## config.mk

```make
export PLATFORM = sky130hd
export DESIGN_NAME = nps_ctrl
export DESIGN_NICKNAME = d
export VERILOG_FILES = /design/src/rtl/nps_pkg.sv /design/src/rtl/nps_ctrl.sv
export SDC_FILE = /design/constraint.sdc
export NUM_CORES = 1
export LEC_CHECK = 0
export ABC_CLOCK_PERIOD_IN_PS = 1200
export CAP_MARGIN = 30
export CORE_AREA = 10 10 47 49
export CTS_BUF_LIST = sky130_fd_sc_hd__clkbuf_8
export DETAILED_ROUTE_END_ITERATION = 10
export DIE_AREA = 0 0 57 59
export DONT_BUFFER_PORTS = 1
export MAX_ROUTING_LAYER = met4
export PLACE_DENSITY_LB_ADDON = 0.2
export SYNTH_ARGS = -nofsm -noshare
export SYNTH_HDL_FRONTEND = slang
export SYNTH_SLANG_ARGS = --single-unit
```

## constraint.sdc

```tcl
create_clock -name clk -period 1.2 [get_ports clk]
set_input_delay 0.06 -clock clk [delete_from_list [all_inputs] [get_ports clk]]
set_output_delay 0.06 -clock clk [all_outputs]
set_load 0.1 [all_outputs]
```

## src/rtl/nps_pkg.sv

```systemverilog
// nps_pkg: shared types and constants of the nearest point search block
// word layouts, command and register codes, controller states, control structs
// no dependencies
package nps_pkg;

    // field widths
    localparam int NPS_MAX_POINTS = 1024;
    localparam int COORD_BITS     = 24;
    localparam int IDX_W          = 11;
    localparam int DIST_W         = 52;
    localparam int DIFF_W         = COORD_BITS + 1;
    localparam int SQ_W           = 2 * COORD_BITS;
    localparam int SUM_W          = SQ_W + 2;
    localparam int PT_W           = 3 * COORD_BITS;
    localparam int CFG_IDX_W      = 1;
    localparam int CFG_DATA_W     = 11;

    // input word commands
    localparam logic CMD_WRITE = 1'b0;
    localparam logic CMD_QUERY = 1'b1;

    // configuration register indexes
    localparam logic [CFG_IDX_W-1:0] REG_NUM_POINTS = 1'd0;
    localparam logic [CFG_IDX_W-1:0] REG_THREE_DIM  = 1'd1;

    typedef struct packed {
        logic                         command;
        logic [IDX_W-1:0]             point_index;
        logic signed [COORD_BITS-1:0] coord_x;
        logic signed [COORD_BITS-1:0] coord_y;
        logic signed [COORD_BITS-1:0] coord_z;
    } in_t;

    typedef struct packed {
        logic [IDX_W-1:0]  nearest_index;
        logic              found;
        logic [DIST_W-1:0] min_distance_sq;
    } out_t;

    typedef enum logic [1:0] {
        ST_IDLE,
        ST_SCAN,
        ST_DRAIN,
        ST_FINISH
    } state_t;

    // controller to datapath
    typedef struct packed {
        logic load_item;
        logic issue;
        logic load_result;
    } ctrl_cmd_t;

    // datapath to controller
    typedef struct packed {
        logic item_is_query;
        logic scan_empty;
        logic last_issue;
        logic pipe_idle;
    } dp_status_t;

endpackage

```

## src/rtl/nps_ctrl.sv

```systemverilog
// nps_ctrl: controller state machine of the nearest point search block
// runs handshakes, scan sequencing and result hand-off
// depends on nps_pkg
module nps_ctrl (
    input  logic                clk,
    input  logic                rst_n,
    input  logic                in_valid,
    output logic                in_ready,
    output logic                out_valid,
    input  logic                out_ready,
    input  nps_pkg::dp_status_t status,
    output nps_pkg::ctrl_cmd_t  cmd
);

    import nps_pkg::*;

    state_t state_reg;
    state_t state_next;
    logic   out_valid_reg;
    logic   out_valid_next;
    logic   slot_free;

    // result slot free when empty or being taken this cycle
    assign slot_free = !out_valid_reg || out_ready;

    // state and output valid registers
    always_ff @(posedge clk or negedge rst_n)
    begin
        if (!rst_n)
        begin
            state_reg     <= ST_IDLE;
            out_valid_reg <= 1'b0;
        end
        else
        begin
            state_reg     <= state_next;
            out_valid_reg <= out_valid_next;
        end
    end

    // next state
    always_comb
    begin
        state_next = state_reg;
        unique case (state_reg)
            ST_IDLE:
            begin
                if (in_valid)
                begin
                    if (status.item_is_query && !status.scan_empty)
                        state_next = ST_SCAN;
                    else
                        state_next = ST_FINISH;
                end
            end
            ST_SCAN:
            begin
                if (status.last_issue)
                    state_next = ST_DRAIN;
            end
            ST_DRAIN:
            begin
                if (status.pipe_idle)
                    state_next = ST_FINISH;
            end
            ST_FINISH:
            begin
                if (slot_free)
                    state_next = ST_IDLE;
            end
        endcase
    end

    // outputs
    always_comb
    begin
        in_ready        = 1'b0;
        cmd.load_item   = 1'b0;
        cmd.issue       = 1'b0;
        cmd.load_result = 1'b0;
        out_valid_next  = out_valid_reg && !out_ready;
        unique case (state_reg)
            ST_IDLE:
            begin
                in_ready      = 1'b1;
                cmd.load_item = in_valid;
            end
            ST_SCAN:
            begin
                cmd.issue = 1'b1;
            end
            ST_DRAIN:
            begin
            end
            ST_FINISH:
            begin
                cmd.load_result = slot_free;
                if (slot_free)
                    out_valid_next = 1'b1;
            end
        endcase
    end

    assign out_valid = out_valid_reg;

endmodule

```

==> run_results.csv, run 1 <==
group,metric,value,unit
synthesis,muxShareOfSynthArea,0,%
setup_path,arrival,1.22,ns
finish,syn_to_final_growth,87.2,%
setup_path,critPathKind,"register to output pin",
placement,port_buffers,0,
worst_hold_path,hold_class,"input pin to register",
finish,n_antenna_cell,0,
synthesis,yosys.area_share.simple,32.0,%
timing,max_freq,784,MHz
synthesis,ys_seq_area_share,29.6,%
synthesis,syn_area,254,sq um
clock_network,clock_path_buffers,2,
timing,finClkSkew,0.00112,ns
setup_path,path_delay_family,"flip-flops",
clock_network,clk_pin_slew_worst_paths,0.03,ns
drt,finalWirelength,686,microns
timing,setup_tns,-0.239,ns
setup_path,crit_buf_inv,2,
finish,drive_above_1_share,74.3,%
synthesis,yosys.area_share.adder,19.7,%
timing,slew_headroom,80.6,%
placement,dp.final_hpwl,544,microns
finish,nFillCells,143,
finish,largest_reg_flops,2,
floorplanning,row_count,14,
timing,period_minus_slack,1.28,ns
grt,track_usage,4.54,%
setup_path,reg2regPathDepth,4,
synthesis,synth.distinct_cells,13,
finish,finalNonFillerCells,51,
setup_path,path_cells,"inv_2, ha_4, and2_4, buf_12",
floorplanning,pin_count,13,
flow_run,cap_viol_max_count,0,
setup_path,cpPeakStageDelay,0.42,ns
drt,dr.pass1.iters,2,
clock_network,clock_latency,0.22,ns
grt,grt.overflow.total,0,
run_status,violations,"setup timing",
setup_path,slowest_stage,"dfrtp_2",
timing,hold_viol,0,
grt,busiest_layer,"met2",
setup_path,r2r_start,"state_reg[0]",
grt,antenna_found_initial,0,
grt,use_met1,4.05,%
synthesis,synth-compound-area-share,14.3,%
clock_network,numCtsBuffers,3,
timing,worst_pin_slew,0.293,ns
drt,wl_per_cell,13.5,microns
synthesis,avgSynthCellArea,10.6,sq um
floorplanning,die_y,59,microns
run_status,status,"complete, but fails checks",
grt,grt_util_met2,6.67,%
clock_network,cts_tree,"done",
setup_path,end_kind,"output pin",
timing,final-setup-viol-count,5,
setup_path,timing.rr.end,"state_reg[0]",
grt,grt_pass1_wl,1100,microns
drt,drt-initial-drc-count,1,
grt,grt.met3_usage,2.15,%
setup_path,cp_max_fo,4,
finish,nNetsFinal,48,
floorplanning,start_util,18.1,%
clock_network,clockRootBuffer,"clkbuf_8",
setup_path,critPathCapture,"cmd[2]",
synthesis,syn_inst,24,
setup_path,startpoint,"state_reg[1]",
setup_path,critPathLaunchType,"register",
setup_path,path_depth,4,
synthesis,synth_top_family_by_area,"simple AND/OR/NAND/NOR gates",
placement,dp_cells,44,
timing,fin_crit_sh,106,%
drt,vias_per_cell,4.29,
setup_path,required,1.14,ns
placement,gp_congestion,0.649,
clock_network,h-tree-depth,1,
grt,grt_pass1_vias,244,
floorplanning,coreArea,1400,sq um
timing,rsz0062_at_grt,"true",
drt,drc,0,
synthesis,synth.yosys.warnings,0,
synthesis,synth-xor-area-share,0,%
synthesis,synth_fp_nets,36,
clock_network,cts.sinks,3,
timing,setup_ws,-0.0757,ns
floorplanning,fp.dieW,57,microns
grt,grt_max_degree,5,
floorplanning,die_area,3360,sq um
drt,antenna_left,0,
drt,vias,219,
setup_path,r2r_slack,-0.04,ns
timing,drv_slew,0,
synthesis,ys_ff_latch,3,
==> layout make-up <==
cell class	instances	area, sq um	area share (%)
repair buffers	7	75.1	15.8
multi-input cells	18	243	51.1
well taps	16	20.0	4.21
flip-flops and latches	3	78.8	16.6
inverters	3	13.8	2.89
clock buffers	3	41.3	8.68
clock inverters	1	3.75	0.789
==> Yosys cell counts <==
cell type  n  share of area, %
and2_1     2               4.9
nand3b_4   1               7.9
nand2b_2   1               3.4
o2111ai_2  1               5.9
ha_1       4                20
a21oi_1    1               2.0
o2bb2ai_1  1               3.4
nand2b_1   4               9.9
nand3_1    1               2.0
inv_1      3               4.4
a22oi_1    1               3.0
dfrtp_1    3                30
nor4bb_1   1               3.9
==> cells in the final DEF (no fill, tap or decap), drive strengths merged, types with 2 or more instances in the layout <==
master | synthesis | final
buf | 0 | 6
clkbuf | 0 | 3
ha | 4 | 4
dfrtp | 3 | 3
nand2b | 5 | 5
and2 | 2 | 2
inv | 3 | 4
==> metal layers <==
layer / part of all wire [%] / wire, microns
met2: 53 / 366
met4: 3.2 / 22
met1: 38 / 259
met5: 0 / 0
met3: 5.4 / 37
==> cells by family after synthesis <==
family | count (synthesis)
buf+inv | 3
fa+ha+maj | 4
flops | 3
simple gates | 10
compound gates | 4
==> worst min path at each step <==
stage | startpoint | to | slack (ns) | depth (start not counted)
global placement | rst_n | state_reg[1] | -0.24 | 0
global route | out_ready | out_valid | 0.08 | 2
detailed placement | rst_n | state_reg[1] | -0.24 | 0
floorplan | rst_n | out_valid | -0.24 | 0
finish | out_ready | out_valid | 0.07 | 2
CTS | out_ready | out_valid | 0.06 | 2
==> what timing repair did <==
action / CTS / global route
hold endpoints to repair: 3 / 0
pin swaps: 3 / 3
endpoints found under the setup margin: 6 / 6
hold buffers: 1 / 0
gates resized for setup: 2 / 11
buffers inserted: 0 / 2
==> stage by stage <==
| stage | util (%) | worst slack, ns | hold slack (ns) | cell area [sq um] |
|---|---|---|---|---|
| 2_1_floorplan | - | -0.319 | -0.236 | 275 |
| 3_3_place_gp | 24.1 | -0.0191 | -0.235 | 338 |
| 3_5_place_dp | 24.1 | -0.0486 | -0.235 | 338 |
| 4_1_cts | 28.5 | -0.0809 | 0.0552 | 399 |
| 5_1_grt | 33.9 | -0.128 | 0.0813 | 475 |
| 6_report | 33.9 | -0.0757 | 0.0652 | 475 |
Power of run 1 is not shown: default switching activity piles up to over one toggle a cycle in this logic, so the estimate is an artifact.
==> inputs of run 2 (changes only) <==
--- a/config.mk
+++ b/config.mk
@@ -12,6 +12,7 @@
 export DETAILED_ROUTE_END_ITERATION = 10
 export DIE_AREA = 0 0 57 59
 export DONT_BUFFER_PORTS = 1
+export GPL_TIMING_DRIVEN = 0
 export MAX_ROUTING_LAYER = met4
 export PLACE_DENSITY_LB_ADDON = 0.2
 export SYNTH_ARGS = -nofsm -noshare
==> run_results.csv, run 2 (synthesis gave the netlist of run 1 again) <==
group,metric,value,unit
placement,dp_cells,40,
setup_path,slowest_stage,"and2_4",
clock_network,clock_path_buffers,2,
finish,syn_to_final_growth,69.5,%
clock_network,h-tree-depth,1,
timing,hold_viol,0,
floorplanning,row_count,14,
grt,grt.overflow.total,0,
timing,period_minus_slack,1.55,ns
worst_hold_path,hold_class,"input pin to async pin",
finish,regArea,80.1,sq um
setup_path,path_cells,"inv_2, ha_4, and2_4, a22oi_2, o2bb2ai_2",
setup_path,crit_buf_inv,1,
drt,vias,214,
setup_path,critPathLaunchType,"register",
floorplanning,fp.dieW,57,microns
clock_network,clockRootBuffer,"clkbuf_8",
placement,dp.final_hpwl,550,microns
placement,pre_cts_slack,-0.442,ns
drt,wl_per_cell,14.0,microns
finish,multiInputGateArea,219,sq um
drt,drc,0,
timing,setup_ws,-0.347,ns
clock_network,cts.sinks,3,
floorplanning,pin_count,13,
timing,max_freq,647,MHz
setup_path,cp_max_fo,4,
floorplanning,die_y,59,microns
grt,antenna_found_initial,0,
timing,slew_headroom,76.8,%
drt,dr_wl_met3,54,microns
finish,layout_common_cells,"buf_4, inv_2, nand2b_1, clkbuf_8",
floorplanning,die_area,3360,sq um
finish,n_antenna_cell,0,
flow_run,cap_viol_max_count,0,
placement,gp_congestion,0.616,
grt,grt_max_degree,5,
drt,antenna_left,0,
timing,drv_slew,0,
drt,dr.pass1.iters,1,
setup_path,arrival,1.69,ns
finish,nNetsFinal,48,
grt,grt_pass1_wl,1170,microns
setup_path,required,1.34,ns
clock_network,numCtsBuffers,3,
floorplanning,coreArea,1400,sq um
floorplanning,start_util,18.1,%
setup_path,end_kind,"register",
run_status,violations,"setup timing",
setup_path,cpPeakStageDelay,0.41,ns
drt,vias_per_cell,4.20,
timing,worst_pin_slew,0.348,ns
setup_path,critPathKind,"register to register",
grt,track_usage,4.71,%
finish,finalNonFillerCells,51,
timing,final-setup-viol-count,4,
finish,final_common_cell,"buf_4",
drt,wl_met1,275,microns
timing,finClkSkew,0.000534,ns
placement,port_buffers,0,
timing,rsz0062_at_grt,"true",
drt,drt-initial-drc-count,0,
drt,finalWirelength,713,microns
finish,drive_above_1_share,71.4,%
clock_network,clock_latency,0.21,ns
finish,nFillCells,165,
drt,wl_met2,383,microns
finish,postLayoutCoreUtil,30.7,%
finish,largest_reg_flops,2,
grt,grt_pass1_vias,261,
timing,fin_crit_sh,129,%
run_status,status,"complete, but fails checks",
setup_path,path_delay_family,"simple AND/OR/NAND/NOR gates",
drt,highest_layer,"met3",
clock_network,cts_tree,"done",
clock_network,clk_pin_slew_worst_paths,0.03,ns
run 2: cell types whose count changed in the layout (fill, tap and decap cells not counted), moves of 2 or more:
cell,change
buf_4,+3
dfrtp_2,-2
buf_6,-2
inv_2,+2
run 2: layout make-up:
type,instances,share of cell area (%)
Multi-Input combinational cell,18,50.9
Sequential cell,3,18.6
Timing Repair Buffer,7,12.8
Clock buffer,3,9.59
Tap cell,16,4.65
Inverter,3,2.62
Clock inverter,1,0.872
run 2: worst paths after layout:
path	from	endpoint	slack [ns]	cells past startpoint
worst max register to register	state_reg[1]	state_reg[1]	-0.35	5
worst max-delay path	state_reg[1]	state_reg[1]	-0.35	5
min in group clk	status[3]	state_reg[1]	0.13	3
worst min-delay path	rst_n	state_reg[1]	0.09	1
worst min register to register	state_reg[1]	state_reg[1]	0.65	2
max in group asynchronous	rst_n	out_valid	0.95	1
run 2: stage by stage:
| step | TNS, ns | hold WS, ns | area [sq um] |
|---|---|---|---|
| finish | -1.10 | 0.0944 | 430 |
| global route | -1.32 | 0.101 | 430 |
| CTS | -1.18 | 0.0925 | 414 |
| detailed placement | -1.02 | -0.235 | 295 |
| global placement | -0.976 | -0.235 | 295 |
| floorplan | -0.672 | -0.236 | 275 |
run 2: what timing repair did:
item	CTS	global route
endpoints found under the hold margin	3	0
pin swaps	5	4
buffers inserted	5	1
hold buffers	1	0
resized for setup	6	2
setup endpoints to repair	5	5
run 2: per-layer routing:
metal,global-route usage [%],up-vias
met4,4.03,0
met3,2.79,0
met1,3.69,103
li1,-,104
met2,7.75,7
met5,-,-
Power of run 2 is left out for the same reason.
